===== src/rtl/mme_pkg.sv =====
// ----------------------------------------------------------------------------
// Matrix multiply engine package
// Shared constants, request and register codes, sequencer states and the
// control word that travels from the sequencer to the multiply-accumulate unit.
// ----------------------------------------------------------------------------
package mme_pkg;

	// Default sizes for the top-level parameters.
	localparam int MAX_DIM_DEF    = 8;
	localparam int ELEM_WIDTH_DEF = 16;

	// Fixed field widths of the ports.
	localparam int OUT_W  = 40;
	localparam int IDX_W  = 3;
	localparam int CFG_W  = 4;
	localparam int REQ_W  = 2;
	localparam int CIDX_W = 2;
	localparam int IN_W   = 16;

	// Request codes.
	localparam logic [REQ_W-1:0] REQ_LEFT    = 2'd0;
	localparam logic [REQ_W-1:0] REQ_RIGHT   = 2'd1;
	localparam logic [REQ_W-1:0] REQ_COMPUTE = 2'd2;

	// Configuration register indexes.
	localparam logic [CIDX_W-1:0] CFG_LEFT_ROWS  = 2'd0;
	localparam logic [CIDX_W-1:0] CFG_INNER_SIZE = 2'd1;
	localparam logic [CIDX_W-1:0] CFG_RIGHT_COLS = 2'd2;

	// Reset value of every size register.
	localparam logic [CFG_W-1:0] CFG_RESET = 4'd8;

	// Sequencer states.
	typedef enum logic [1:0] {
		S_IDLE,
		S_ISSUE,
		S_WAIT
	} seq_state_t;

	// One multiply-accumulate step issued by the sequencer.
	typedef struct packed {
		logic valid;
		logic first;
		logic last;
	} mac_ctrl_t;

endpackage


===== src/rtl/mme_store.sv =====
// ----------------------------------------------------------------------------
// Matrix element store
// Single write port, single read port memory with a registered read.
// ----------------------------------------------------------------------------
module mme_store #(
	parameter int DEPTH = 64,
	parameter int AW    = 6,
	parameter int WIDTH = 16
) (
	input  logic             clk,
	input  logic             we,
	input  logic [AW-1:0]    waddr,
	input  logic [WIDTH-1:0] wdata,
	input  logic [AW-1:0]    raddr,
	output logic [WIDTH-1:0] rdata
);

	logic [WIDTH-1:0] mem_q [DEPTH];
	logic [WIDTH-1:0] rdata_q;

	// Write port.
	always_ff @(posedge clk) begin
		if (we) begin
			mem_q[waddr] <= wdata;
		end
	end

	// Registered read port.
	always_ff @(posedge clk) begin
		rdata_q <= mem_q[raddr];
	end

	assign rdata = rdata_q;

endmodule


===== src/rtl/mme_mac.sv =====
// ----------------------------------------------------------------------------
// Shared multiply-accumulate unit
// Multiplies one left and one right element per cycle, registers the product
// and adds it into a 40-bit accumulator that saturates after each addition.
// ----------------------------------------------------------------------------
module mme_mac #(
	parameter int ELEM_WIDTH = mme_pkg::ELEM_WIDTH_DEF
) (
	input  logic                              clk,
	input  logic                              arst_n,
	input  mme_pkg::mac_ctrl_t                ctrl,
	input  logic signed [ELEM_WIDTH-1:0]      a_data,
	input  logic signed [ELEM_WIDTH-1:0]      b_data,
	input  logic                              consume,
	output logic signed [mme_pkg::OUT_W-1:0]  acc_value,
	output logic                              done
);

	localparam int PW = 2 * ELEM_WIDTH;
	localparam int SW = ((mme_pkg::OUT_W > PW) ? mme_pkg::OUT_W : PW) + 1;
	localparam logic signed [SW-1:0] HI_V =
		$signed(SW'({1'b0, {(mme_pkg::OUT_W-1){1'b1}}}));
	localparam logic signed [SW-1:0] LO_V = -HI_V - SW'(1);

	mme_pkg::mac_ctrl_t               ctrl_s1;
	mme_pkg::mac_ctrl_t               ctrl_s2;
	logic signed [PW-1:0]             prod_s2;
	logic signed [mme_pkg::OUT_W-1:0] acc_q;
	logic                             done_q;
	logic signed [SW-1:0]             base;
	logic signed [SW-1:0]             sum;
	logic signed [mme_pkg::OUT_W-1:0] sum_sat;

	// Control tags follow the read stage and the multiply stage.
	always_ff @(posedge clk or negedge arst_n) begin
		if (!arst_n) begin
			ctrl_s1 <= '0;
			ctrl_s2 <= '0;
		end else begin
			ctrl_s1 <= ctrl;
			ctrl_s2 <= ctrl_s1;
		end
	end

	// Product register.
	always_ff @(posedge clk) begin
		prod_s2 <= a_data * b_data;
	end

	// Saturating addition of the product into the running sum.
	always_comb begin
		base = ctrl_s2.first ? '0 : SW'(acc_q);
		sum  = base + SW'(prod_s2);
		if (sum > HI_V) begin
			sum_sat = mme_pkg::OUT_W'(HI_V);
		end else if (sum < LO_V) begin
			sum_sat = mme_pkg::OUT_W'(LO_V);
		end else begin
			sum_sat = mme_pkg::OUT_W'(sum);
		end
	end

	// Accumulator.
	always_ff @(posedge clk) begin
		if (ctrl_s2.valid) begin
			acc_q <= sum_sat;
		end
	end

	// Done flag: set after the last step of a dot product, cleared when taken.
	always_ff @(posedge clk or negedge arst_n) begin
		if (!arst_n) begin
			done_q <= 1'b0;
		end else if (ctrl_s2.valid && ctrl_s2.last) begin
			done_q <= 1'b1;
		end else if (consume) begin
			done_q <= 1'b0;
		end
	end

	assign acc_value = acc_q;
	assign done      = done_q;

endmodule


===== src/rtl/mme_seq.sv =====
// ----------------------------------------------------------------------------
// Product sequencer
// Walks the output entries in row-major order and, for each, issues one
// multiply-accumulate step per inner index, then hands the sum to the output.
// ----------------------------------------------------------------------------
module mme_seq #(
	parameter int MAX_DIM = mme_pkg::MAX_DIM_DEF,
	parameter int AW      = 6
) (
	input  logic                         clk,
	input  logic                         arst_n,
	input  logic                         in_valid,
	input  logic [mme_pkg::REQ_W-1:0]    req_type,
	input  logic [mme_pkg::CFG_W-1:0]    left_rows,
	input  logic [mme_pkg::CFG_W-1:0]    inner_size,
	input  logic [mme_pkg::CFG_W-1:0]    right_cols,
	input  logic                         acc_done,
	input  logic                         out_free,
	output logic                         in_ready,
	output mme_pkg::mac_ctrl_t           ctrl,
	output logic [AW-1:0]                rd_addr_l,
	output logic [AW-1:0]                rd_addr_r,
	output logic                         load,
	output logic [mme_pkg::IDX_W-1:0]    ent_row,
	output logic [mme_pkg::IDX_W-1:0]    ent_col,
	output logic                         ent_last
);

	localparam int CW = $clog2(MAX_DIM + 1);

	mme_pkg::seq_state_t state_q;
	mme_pkg::seq_state_t state_d;
	logic [CW-1:0]       i_q;
	logic [CW-1:0]       j_q;
	logic [CW-1:0]       z_q;
	logic [CW-1:0]       nr_q;
	logic [CW-1:0]       nk_q;
	logic [CW-1:0]       nc_q;
	logic                start;
	logic                z_last;
	logic                j_last;

	// A size register of zero counts as one; larger than the store saturates.
	function automatic logic [CW-1:0] eff_size(input logic [mme_pkg::CFG_W-1:0] v);
		if (v == '0) begin
			return CW'(1);
		end else if (32'(v) > MAX_DIM) begin
			return CW'(MAX_DIM);
		end else begin
			return CW'(v);
		end
	endfunction

	assign start  = (state_q == mme_pkg::S_IDLE) && in_valid
		&& (req_type == mme_pkg::REQ_COMPUTE);
	assign z_last = (z_q == nk_q - CW'(1));
	assign j_last = (j_q == nc_q - CW'(1));

	// Next state.
	always_comb begin
		state_d = state_q;
		case (state_q)
			mme_pkg::S_IDLE: begin
				if (start) begin
					state_d = mme_pkg::S_ISSUE;
				end
			end
			mme_pkg::S_ISSUE: begin
				if (z_last) begin
					state_d = mme_pkg::S_WAIT;
				end
			end
			mme_pkg::S_WAIT: begin
				if (load) begin
					state_d = ent_last ? mme_pkg::S_IDLE : mme_pkg::S_ISSUE;
				end
			end
			default: begin
				state_d = mme_pkg::S_IDLE;
			end
		endcase
	end

	// Outputs.
	always_comb begin
		in_ready = 1'b0;
		ctrl     = '0;
		load     = 1'b0;
		case (state_q)
			mme_pkg::S_IDLE: begin
				in_ready = 1'b1;
			end
			mme_pkg::S_ISSUE: begin
				ctrl.valid = 1'b1;
				ctrl.first = (z_q == '0);
				ctrl.last  = z_last;
			end
			mme_pkg::S_WAIT: begin
				load = acc_done && out_free;
			end
			default: begin
				in_ready = 1'b0;
			end
		endcase
	end

	always_ff @(posedge clk or negedge arst_n) begin
		if (!arst_n) begin
			state_q <= mme_pkg::S_IDLE;
		end else begin
			state_q <= state_d;
		end
	end

	// Entry and inner counters, and the sizes latched for this transaction.
	always_ff @(posedge clk or negedge arst_n) begin
		if (!arst_n) begin
			i_q  <= '0;
			j_q  <= '0;
			z_q  <= '0;
			nr_q <= CW'(1);
			nk_q <= CW'(1);
			nc_q <= CW'(1);
		end else if (start) begin
			i_q  <= '0;
			j_q  <= '0;
			z_q  <= '0;
			nr_q <= eff_size(left_rows);
			nk_q <= eff_size(inner_size);
			nc_q <= eff_size(right_cols);
		end else if ((state_q == mme_pkg::S_ISSUE) && !z_last) begin
			z_q <= z_q + CW'(1);
		end else if (load) begin
			z_q <= '0;
			if (j_last) begin
				j_q <= '0;
				i_q <= i_q + CW'(1);
			end else begin
				j_q <= j_q + CW'(1);
			end
		end
	end

	// Store addresses: left row i column z, right row z column j.
	assign rd_addr_l = AW'(AW'(i_q) * AW'(MAX_DIM) + AW'(z_q));
	assign rd_addr_r = AW'(AW'(z_q) * AW'(MAX_DIM) + AW'(j_q));

	assign ent_row  = mme_pkg::IDX_W'(i_q);
	assign ent_col  = mme_pkg::IDX_W'(j_q);
	assign ent_last = (i_q == nr_q - CW'(1)) && j_last;

endmodule


===== src/rtl/matrix_multiply_engine_unit.sv =====
// Loads: a load transaction is written into its store in the cycle it is accepted.
// A compute transaction runs through every product entry, one after another.
// Each product entry costs one shared multiplier step per inner index plus read,
// multiply and accumulate stages; the input is not ready until the last entry is in the output register.
// Throughput: one load per cycle while idle; each entry finishes before the next is issued.
// Reset: clears control state and sets all three size registers to 8; stores are not cleared.
// ----------------------------------------------------------------------------
// Matrix multiply engine
// Loads two element stores and streams out their signed fixed-point product,
// one entry per result in row-major order, flagging the final entry.
// ----------------------------------------------------------------------------
module matrix_multiply_engine_unit #(
	parameter int MAX_DIM    = mme_pkg::MAX_DIM_DEF,
	parameter int ELEM_WIDTH = mme_pkg::ELEM_WIDTH_DEF
) (
	input  logic                              clk,
	input  logic                              arst_n,
	input  logic                              in_valid,
	output logic                              in_ready,
	input  logic [mme_pkg::REQ_W-1:0]         req_type,
	input  logic [mme_pkg::IDX_W-1:0]         row_index,
	input  logic [mme_pkg::IDX_W-1:0]         col_index,
	input  logic signed [mme_pkg::IN_W-1:0]   entry_value,
	output logic                              out_valid,
	input  logic                              out_ready,
	output logic signed [mme_pkg::OUT_W-1:0]  product_value,
	output logic [mme_pkg::IDX_W-1:0]         out_row,
	output logic [mme_pkg::IDX_W-1:0]         out_col,
	output logic                              last_entry,
	input  logic                              cfg_valid,
	output logic                              cfg_ready,
	input  logic [mme_pkg::CIDX_W-1:0]        cfg_index,
	input  logic [mme_pkg::CFG_W-1:0]         cfg_data
);

	localparam int DEPTH = MAX_DIM * MAX_DIM;
	localparam int AW    = $clog2(DEPTH);

	logic [mme_pkg::CFG_W-1:0]        left_rows_q;
	logic [mme_pkg::CFG_W-1:0]        inner_size_q;
	logic [mme_pkg::CFG_W-1:0]        right_cols_q;
	logic                             in_acc;
	logic                             in_range;
	logic                             we_l;
	logic                             we_r;
	logic [AW-1:0]                    waddr;
	logic signed [ELEM_WIDTH-1:0]     elem;
	logic [AW-1:0]                    rd_addr_l;
	logic [AW-1:0]                    rd_addr_r;
	logic signed [ELEM_WIDTH-1:0]     rdata_l;
	logic signed [ELEM_WIDTH-1:0]     rdata_r;
	mme_pkg::mac_ctrl_t               ctrl;
	logic signed [mme_pkg::OUT_W-1:0] acc_value;
	logic                             acc_done;
	logic                             out_free;
	logic                             load;
	logic [mme_pkg::IDX_W-1:0]        ent_row;
	logic [mme_pkg::IDX_W-1:0]        ent_col;
	logic                             ent_last;
	logic                             out_valid_q;
	logic signed [mme_pkg::OUT_W-1:0] product_q;
	logic [mme_pkg::IDX_W-1:0]        row_q;
	logic [mme_pkg::IDX_W-1:0]        col_q;
	logic                             last_q;

	// Configuration registers; an unknown index is ignored.
	assign cfg_ready = 1'b1;

	always_ff @(posedge clk or negedge arst_n) begin
		if (!arst_n) begin
			left_rows_q  <= mme_pkg::CFG_RESET;
			inner_size_q <= mme_pkg::CFG_RESET;
			right_cols_q <= mme_pkg::CFG_RESET;
		end else if (cfg_valid && cfg_ready) begin
			case (cfg_index)
				mme_pkg::CFG_LEFT_ROWS:  left_rows_q  <= cfg_data;
				mme_pkg::CFG_INNER_SIZE: inner_size_q <= cfg_data;
				mme_pkg::CFG_RIGHT_COLS: right_cols_q <= cfg_data;
				default: begin
				end
			endcase
		end
	end

	// Store writes; entries outside the store are dropped.
	assign in_acc   = in_valid && in_ready;
	assign in_range = (32'(row_index) < MAX_DIM) && (32'(col_index) < MAX_DIM);
	assign we_l     = in_acc && in_range && (req_type == mme_pkg::REQ_LEFT);
	assign we_r     = in_acc && in_range && (req_type == mme_pkg::REQ_RIGHT);
	assign waddr    = AW'(AW'(row_index) * AW'(MAX_DIM) + AW'(col_index));
	assign elem     = ELEM_WIDTH'(entry_value);

	mme_store #(
		.DEPTH(DEPTH),
		.AW   (AW),
		.WIDTH(ELEM_WIDTH)
	) u_left_store (
		.clk  (clk),
		.we   (we_l),
		.waddr(waddr),
		.wdata(elem),
		.raddr(rd_addr_l),
		.rdata(rdata_l)
	);

	mme_store #(
		.DEPTH(DEPTH),
		.AW   (AW),
		.WIDTH(ELEM_WIDTH)
	) u_right_store (
		.clk  (clk),
		.we   (we_r),
		.waddr(waddr),
		.wdata(elem),
		.raddr(rd_addr_r),
		.rdata(rdata_r)
	);

	mme_seq #(
		.MAX_DIM(MAX_DIM),
		.AW     (AW)
	) u_seq (
		.clk       (clk),
		.arst_n    (arst_n),
		.in_valid  (in_valid),
		.req_type  (req_type),
		.left_rows (left_rows_q),
		.inner_size(inner_size_q),
		.right_cols(right_cols_q),
		.acc_done  (acc_done),
		.out_free  (out_free),
		.in_ready  (in_ready),
		.ctrl      (ctrl),
		.rd_addr_l (rd_addr_l),
		.rd_addr_r (rd_addr_r),
		.load      (load),
		.ent_row   (ent_row),
		.ent_col   (ent_col),
		.ent_last  (ent_last)
	);

	mme_mac #(
		.ELEM_WIDTH(ELEM_WIDTH)
	) u_mac (
		.clk      (clk),
		.arst_n   (arst_n),
		.ctrl     (ctrl),
		.a_data   (rdata_l),
		.b_data   (rdata_r),
		.consume  (load),
		.acc_value(acc_value),
		.done     (acc_done)
	);

	// Output register: takes a finished entry when empty or being drained.
	assign out_free = !out_valid_q || out_ready;

	always_ff @(posedge clk or negedge arst_n) begin
		if (!arst_n) begin
			out_valid_q <= 1'b0;
		end else if (load) begin
			out_valid_q <= 1'b1;
		end else if (out_ready) begin
			out_valid_q <= 1'b0;
		end
	end

	always_ff @(posedge clk) begin
		if (load) begin
			product_q <= acc_value;
			row_q     <= ent_row;
			col_q     <= ent_col;
			last_q    <= ent_last;
		end
	end

	assign out_valid     = out_valid_q;
	assign product_value = product_q;
	assign out_row       = row_q;
	assign out_col       = col_q;
	assign last_entry    = last_q;

`ifndef SYNTHESIS
	// A compute transaction holds off the input for at least the next cycle.
	a_compute_blocks: assert property (@(posedge clk) disable iff (!arst_n)
		(in_valid && in_ready && req_type == mme_pkg::REQ_COMPUTE) |=> !in_ready)
		else $error("input ready right after a compute transaction");

	// A finished entry is never loaded over one that is still waiting.
	a_no_overwrite: assert property (@(posedge clk) disable iff (!arst_n)
		load |-> (!out_valid_q || out_ready))
		else $error("output register overwritten");

	// Stores are only written while no product is in progress.
	a_write_idle: assert property (@(posedge clk) disable iff (!arst_n)
		(we_l || we_r) |-> (in_ready && !ctrl.valid))
		else $error("store written during a product");

	// Loading an entry always consumes a completed dot product.
	a_load_done: assert property (@(posedge clk) disable iff (!arst_n)
		load |-> acc_done)
		else $error("entry loaded before its sum was complete");
`endif

endmodule

===== config.mk =====
export PLATFORM = sky130hd
export DESIGN_NAME = matrix_multiply_engine_unit
export DESIGN_NICKNAME = d
export VERILOG_FILES = /design/src/rtl/mme_pkg.sv /design/src/rtl/mme_store.sv /design/src/rtl/mme_mac.sv /design/src/rtl/mme_seq.sv /design/src/rtl/matrix_multiply_engine_unit.sv
export SDC_FILE = /design/constraint.sdc
export NUM_CORES = 2
export LEC_CHECK = 0
export BUFFER_PORTS_ARGS = -buffer_cell sky130_fd_sc_hd__buf_2
export CAP_MARGIN = 20
export CELL_PAD_IN_SITES_DETAIL_PLACEMENT = 1
export CELL_PAD_IN_SITES_GLOBAL_PLACEMENT = 1
export CORE_UTILIZATION = 30
export CTS_CLUSTER_SIZE = 24
export DETAILED_ROUTE_END_ITERATION = 16
export PLACE_DENSITY = 0.53
export RECOVER_POWER = 50
export SYNTH_ARGS = -nofsm -noshare
export SYNTH_HDL_FRONTEND = slang
export SYNTH_HIERARCHICAL = 1
export SYNTH_SLANG_ARGS = --single-unit

===== constraint.sdc =====
create_clock -name clk -period 7.4 [get_ports clk]
set_clock_uncertainty 0.1 [all_clocks]
set_input_delay 1.48 -clock clk [delete_from_list [all_inputs] [get_ports clk]]
set_output_delay 1.48 -clock clk [all_outputs]
set_load 0.03 [all_outputs]

-- Word level (Yosys, flattened, before mapping)
Memories as Yosys holds them, arrays and structs flattened. A register that Yosys moved wholly into a read port is not among the register bits.
Cells that the tools add are included.
- input bits: 35
- logic and storage cells: 120
- ROM bits: 0
- output and inout port bits: 50
- register bits after elaboration: 165
- bits in writable memories: 2048
- bits in latches: 0
- memories kept: 2
- divide/modulo/power cells: 0
- bitwise logic cells: 0
- add/subtract/negate cells: 10
- $lt $le $gt $ge: 5
- shift-type cells: 0
- reductions and logical operators: 30
- equal/unequal tests: 13
- multipliers: 1
- mux-type cells: 35
- memories (name ; words ; width ; read ports ; clocked after memory_dff ; wr ports ; RTL line ; RTL):
    u_left_store.mem_q ; 64 ; 16 ; 1 ; 1 ; 1 ; mme_store.sv:18 ; logic [WIDTH-1:0] mem_q [DEPTH];
    u_right_store.mem_q ; 64 ; 16 ; 1 ; 1 ; 1 ; mme_store.sv:18 ;
- operators by type and width (kind ; count):
    two-way mux 4 bit ; 17
    adder 41 x 32 -> 41 bit ; 1
    greater-than comparator 41 x 40 -> 1 bit, second input constant ; 1
    < comparator 41 x 40 -> 1 bit, second input constant ; 1
    two-way mux 41 bit ; 1
    two-way mux 40 bit ; 1
    multiplier 16 x 16 -> 32 bit ; 1
    logical NOT 4 bit ; 4
    adder 4 x 1 -> 4 bit, second input constant ; 3
    adder 6 x 4 -> 6 bit ; 2
    equality test 4 bit ; 3
    greater-than comparator 4 bit, second input constant ; 3
    subtractor 4 x 1 -> 4 bit, second input constant ; 3
    two-way mux 1 bit ; 11
    logical AND 1 bit ; 9
    AND reduction 2 bit ; 4
    nonzero test 2 bit ; 4
    adder 6 x 3 -> 6 bit ; 1
    equality test 2 x 1 -> 1 bit, second input constant ; 3
    equality test 2 bit, second input constant ; 3
    logical NOT 2 bit ; 3
    two-way mux 2 bit ; 3
    != test 2 x 1 -> 1 bit, second input constant ; 3
    one-hot mux 2 bit (3 select lines) ; 1
    other kinds (6) ; 8

-- Logic depth before layout (Yosys ltp)
- depth in word-level cells: 7
- mapped depth: 24
- gate-level depth less buffers: 23

-- Cells and area by module
The synthesis kept the hierarchy.
- modules (own cells, without submodules) (module ; seq. area each (µm²) ; area an instance (µm²) ; cells an instance ; times used):
    mme_store ; 31069.8 ; 40042.2 ; 1829 ; 2
    mme_mac ; 2016.9 ; 14953.1 ; 1626 ; 1
    matrix_multiply_engine_unit ; 1740.4 ; 1949.4 ; 82 ; 1
    mme_seq ; 654.4 ; 1674.1 ; 179 ; 1

-- Least setup slack after synthesis
OpenSTA, ideal clock, no wires.
- path type: register -> register
- start point: register u_right_store.rdata_q[8] (netlist: u_right_store/rdata[8]), read port of u_right_store.mem_q
- end point: register u_mac.prod_s2[25]
- required time: 7.228 ns
- cell stages (with the launch flop): 23
- clock period less this slack: 6.439 ns
- data arrival time: 6.267 ns
- setup time: 0.072 ns
- setup slack: 0.961 ns
- path buffers: 1
- path through: dfxtp_1 > clkbuf_1 > nand2_1 > fa_1 > inv_1 > fa_1 > inv_1 > fa_1 > inv_1 > fa_1 > fa_1 > inv_1 > fa_1 > inv_1 > ha_1 > a22o_1 > or4_1 > o31a_1 > o21a_1 > a311o_1 > a21o_1 > a31oi_1 > xnor2_1
- word-level cells in the longest chain between the ends: 1
- ends and longest elaborated chain (item ; RTL line ; RTL):
    from (decl) ; mme_store.sv:19 ; logic [WIDTH-1:0] rdata_q;
    multiplier 16 x 16 -> 32 bit ; mme_mac.sv:47 ; prod_s2 <= a_data * b_data;
    to (signal assigned) ; mme_mac.sv:47 ;
    to (decl) ; mme_mac.sv:27 ; logic signed [PW-1:0] prod_s2;
Every way passes these cells.
A chain may end at the register's enable or synchronous reset.

-- Final worst setup path
- start point: register u_left_store.rdata_q[4] (netlist: u_left_store/rdata[4]), read port of u_left_store.mem_q
- end point: register u_mac.prod_s2[31]
- word-level cells in the longest chain between the ends: 1
- ends and longest elaborated chain (item ; RTL line):
    from (decl) ; mme_store.sv:19
    multiplier 16 x 16 -> 32 bit ; mme_mac.sv:47
Every way passes these cells.

==> impl_metrics.py <==
metrics = {
    "hold_path": {
        "min_path_type": "reg2reg",
        "min_from": "u_mac/ctrl_s1[2]",
    },
    "synthesis": {
        "synth-edff-count": 2135,
        "syn_area_sq_um": 98700,
        "avgSynthCellArea_sq_um": 17.8,
        "synth_top_area_share_pct": 65.0,
        "yosysSeqAreaShare_pct": 67.5,
        "syn-num-nets": 5976,
        "synth_seq_cells": 2245,
        "async_reset_ff_share_pct": 2.05,
        "synth_top_flop_cell": "edfxtp_1",
        "synth.most_common_cell": "edfxtp_1",
        "synth_top_area_cell": "edfxtp_1",
        "synth_area_leaders": "edfxtp_1 (65%), mux4_2 (10%), fa_1 (5.3%), mux2i_1 (1.8%), ha_1 (1.7%)",
        "synth.distinct_cells": 93,
        "synth_common_cells": "edfxtp_1 (2135), mux4_2 (440), inv_1 (354)",
        "netlist_instances": 5545,
        "yosysWarnings": 6,
    },
    "clocking": {
        "cts_tree": "built",
        "post-cts-setup-buffers": 0,
        "cts-root-buf": "clkbuf_16",
        "cts_buffers": 239,
        "cts_hold_buf": 0,
        "clk_pin_slew_ns": 0.07,
        "clock_path_buffers": 4,
        "cts-resized-gates": 0,
        "clock_sinks": 2245,
        "htreeDepth": 4,
        "clk_latency_ns": 0.90,
    },
    "route": {
        "firstDrtPassIters": 5,
        "vias": 50818,
        "routed_via_density": 4.91,
        "drt-initial-drc-count": 3678,
        "final_antenna_net_count": 0,
        "wl_per_cell_um": 25.9,
        "met1Wirelength_um": 122000,
        "routed-wl-met3_um": 10400,
        "routed.top_layer": "met5",
        "drt_wl_total_um": 268000,
        "drcViolationCount": 0,
        "met2_length_um": 130000,
    },
    "timing": {
        "setup_tns_ns": 0,
        "max_slew.worst_pin.slew_ns": 4.31,
        "slew_violations": 2270,
        "fin_crit_sh_pct": 93.0,
        "hold_viol": 0,
        "slew_headroom_pct": -187,
        "finalSetupViolations": 0,
        "rsz0062_at_grt": "false",
        "fin_crit_ns": 6.88,
        "clock.fmax_mhz": 145,
    },
    "flow_run": {
        "cap_violations": 41,
    },
    "finish": {
        "final_nets": 6231,
        "drive_gt1_share_pct": 19.6,
        "area_growth_syn_to_layout_pct": 13.5,
    },
    "worst_setup_path": {
        "end_kind": "flop",
        "crit_fanout": 16,
        "r2r-start": "u_left_store/rdata[4]",
        "r2r_slack_ns": 0.52,
        "crit_top_cell": "fa_1",
        "slowest_delay_ns": 0.72,
        "start_kind": "flop",
        "crit_start": "u_left_store/rdata[4]",
        "path_class": "reg2reg",
        "critPathRequiredTime_ns": 8.09,
        "path_cells": "nand2_1, fa_1, inv_1, fa_1, inv_1, fa_1, inv_1, fa_1, fa_1, inv_1, fa_1, inv_1, ha_1, a22o_1, or4_1, o31a_1, o21ai_0, o211a_1, o21bai_1, a21oi_1, xnor2_1",
        "cp_slowest_cell": "dfxtp_1",
        "arrival_ns": 7.58,
    },
    "place": {
        "place.gp.congestion": 0.800,
        "dp_hpwl_um": 171000,
        "portBuffers": 83,
    },
    "run_status": {
        "outcome": "complete, but fails checks",
        "violations": "max-capacitance violations, max-slew violations",
    },
    "floorplanning": {
        "io_pins": 85,
        "start_util_pct": 30.2,
        "dieArea_sq_um": 331000,
        "die_x_um": 575,
        "placementRows": 210,
        "die_h_um": 575,
        "core_sq_um": 327000,
    },
    "global_routing": {
        "antenna_found_initial": 15,
        "grt_max_degree": 99,
        "grt-ovfl-total": 0,
        "grt_pass1_wl_um": 389000,
        "grt_pass1_vias": 54154,
        "grt_usage_pct": 16.0,
    },
}
[per-stage QoR]
step	instances	util, %	setup WS (ns)	hold WS (ns)	cell area (sq um)
3_5_place_dp	9901	32.0	0.454	0.237	105000
4_1_cts	10334	34.3	0.439	0.251	112000
5_1_grt	10340	34.2	0.0851	0.256	112000
3_3_place_gp	9899	31.9	0.521	0.234	105000
2_1_floorplan	5545	-	0.961	0.231	98700
6_report	10349	34.2	0.518	0.246	112000
[worst max-delay path, delay by kind of cell, from the launching register on]
family,cells,cell delay [ns]
buffers and inverters,5,0.35
flip-flops,1,0.72
adder cells (fa/ha/maj),7,3.30
AO/OA/AOI/OAI,6,1.62
AND/OR/NAND/NOR,2,0.59
XOR/XNOR,1,0.13
[layer usage]
metal | global-route usage [%] | vias up
met2 | 26.8 | 995
met1 | 22.2 | 27599
met5 | 0 | -
met4 | 3.68 | 4
li1 | - | 21892
met3 | 1.89 | 328
[cells in the final DEF (no fill, tap or decap), drive strengths merged, types with 32 or more instances in the layout]
cell and n:
fa 263, edfxtp 2135, clkbuf 332, nand2 298
a221oi 32, inv 365, a211oi 34, dfrtp 40
nand4 34, a22oi 79, a21oi 107, and2 135
nor2 201, nor2b 103, xnor2 57, nand3 72
mux2i 173, dfxtp 64, ha 133, o21ai 82
mux2 66, a21o 41, mux4 448, clkinv 98
buf 258
[worst paths after layout]
kind / cells past startpoint / end
worst min-delay path: 0 / u_mac/ctrl_s2[2]
min in group asynchronous: 2 / inner_size_q[2]
worst max register to register: 21 / u_mac/prod_s2[31]
worst min register to register: 0 / u_mac/ctrl_s2[2]
worst max-delay path: 21 / u_mac/prod_s2[31]
max in group asynchronous: 2 / u_seq/z_q[0]
[sequential cells by signal, summed over array words and instances, names as in the netlist, 16 cells and up]
name                 count
u_left_store/rdata      16
u_mac/prod_s2           32
u_right_store/mem_q   1024
u_right_store/rdata     16
u_mac/acc_value         40
product_value           40
u_left_store/mem_q    1024
[cell type report]
class	instances	area, sq um
inverter	355	1330
clock inverter	142	1310
clock buffer	291	6230
antenna	11	27.5
timing repair buffer	299	2090
tap	4346	5440
fill	32933	215000
sequential	2245	66600
multi-input combinational	2660	29000
[kinds of logic after synthesis]
group	count (synthesis)	share of synthesized area, %
multiplexers	687	12.8
AND/OR/NAND/NOR	956	4.87
buffers and inverters	640	3.23
other	1	0.00380
flip-flops	2245	67.5
adder cells (fa/ha/maj)	398	7.04
AO/OA/AOI/OAI	528	3.81
XOR/XNOR	90	0.828
Power is not shown: default switching activity piles up to over one toggle a cycle in this logic, so the estimate is an artifact.
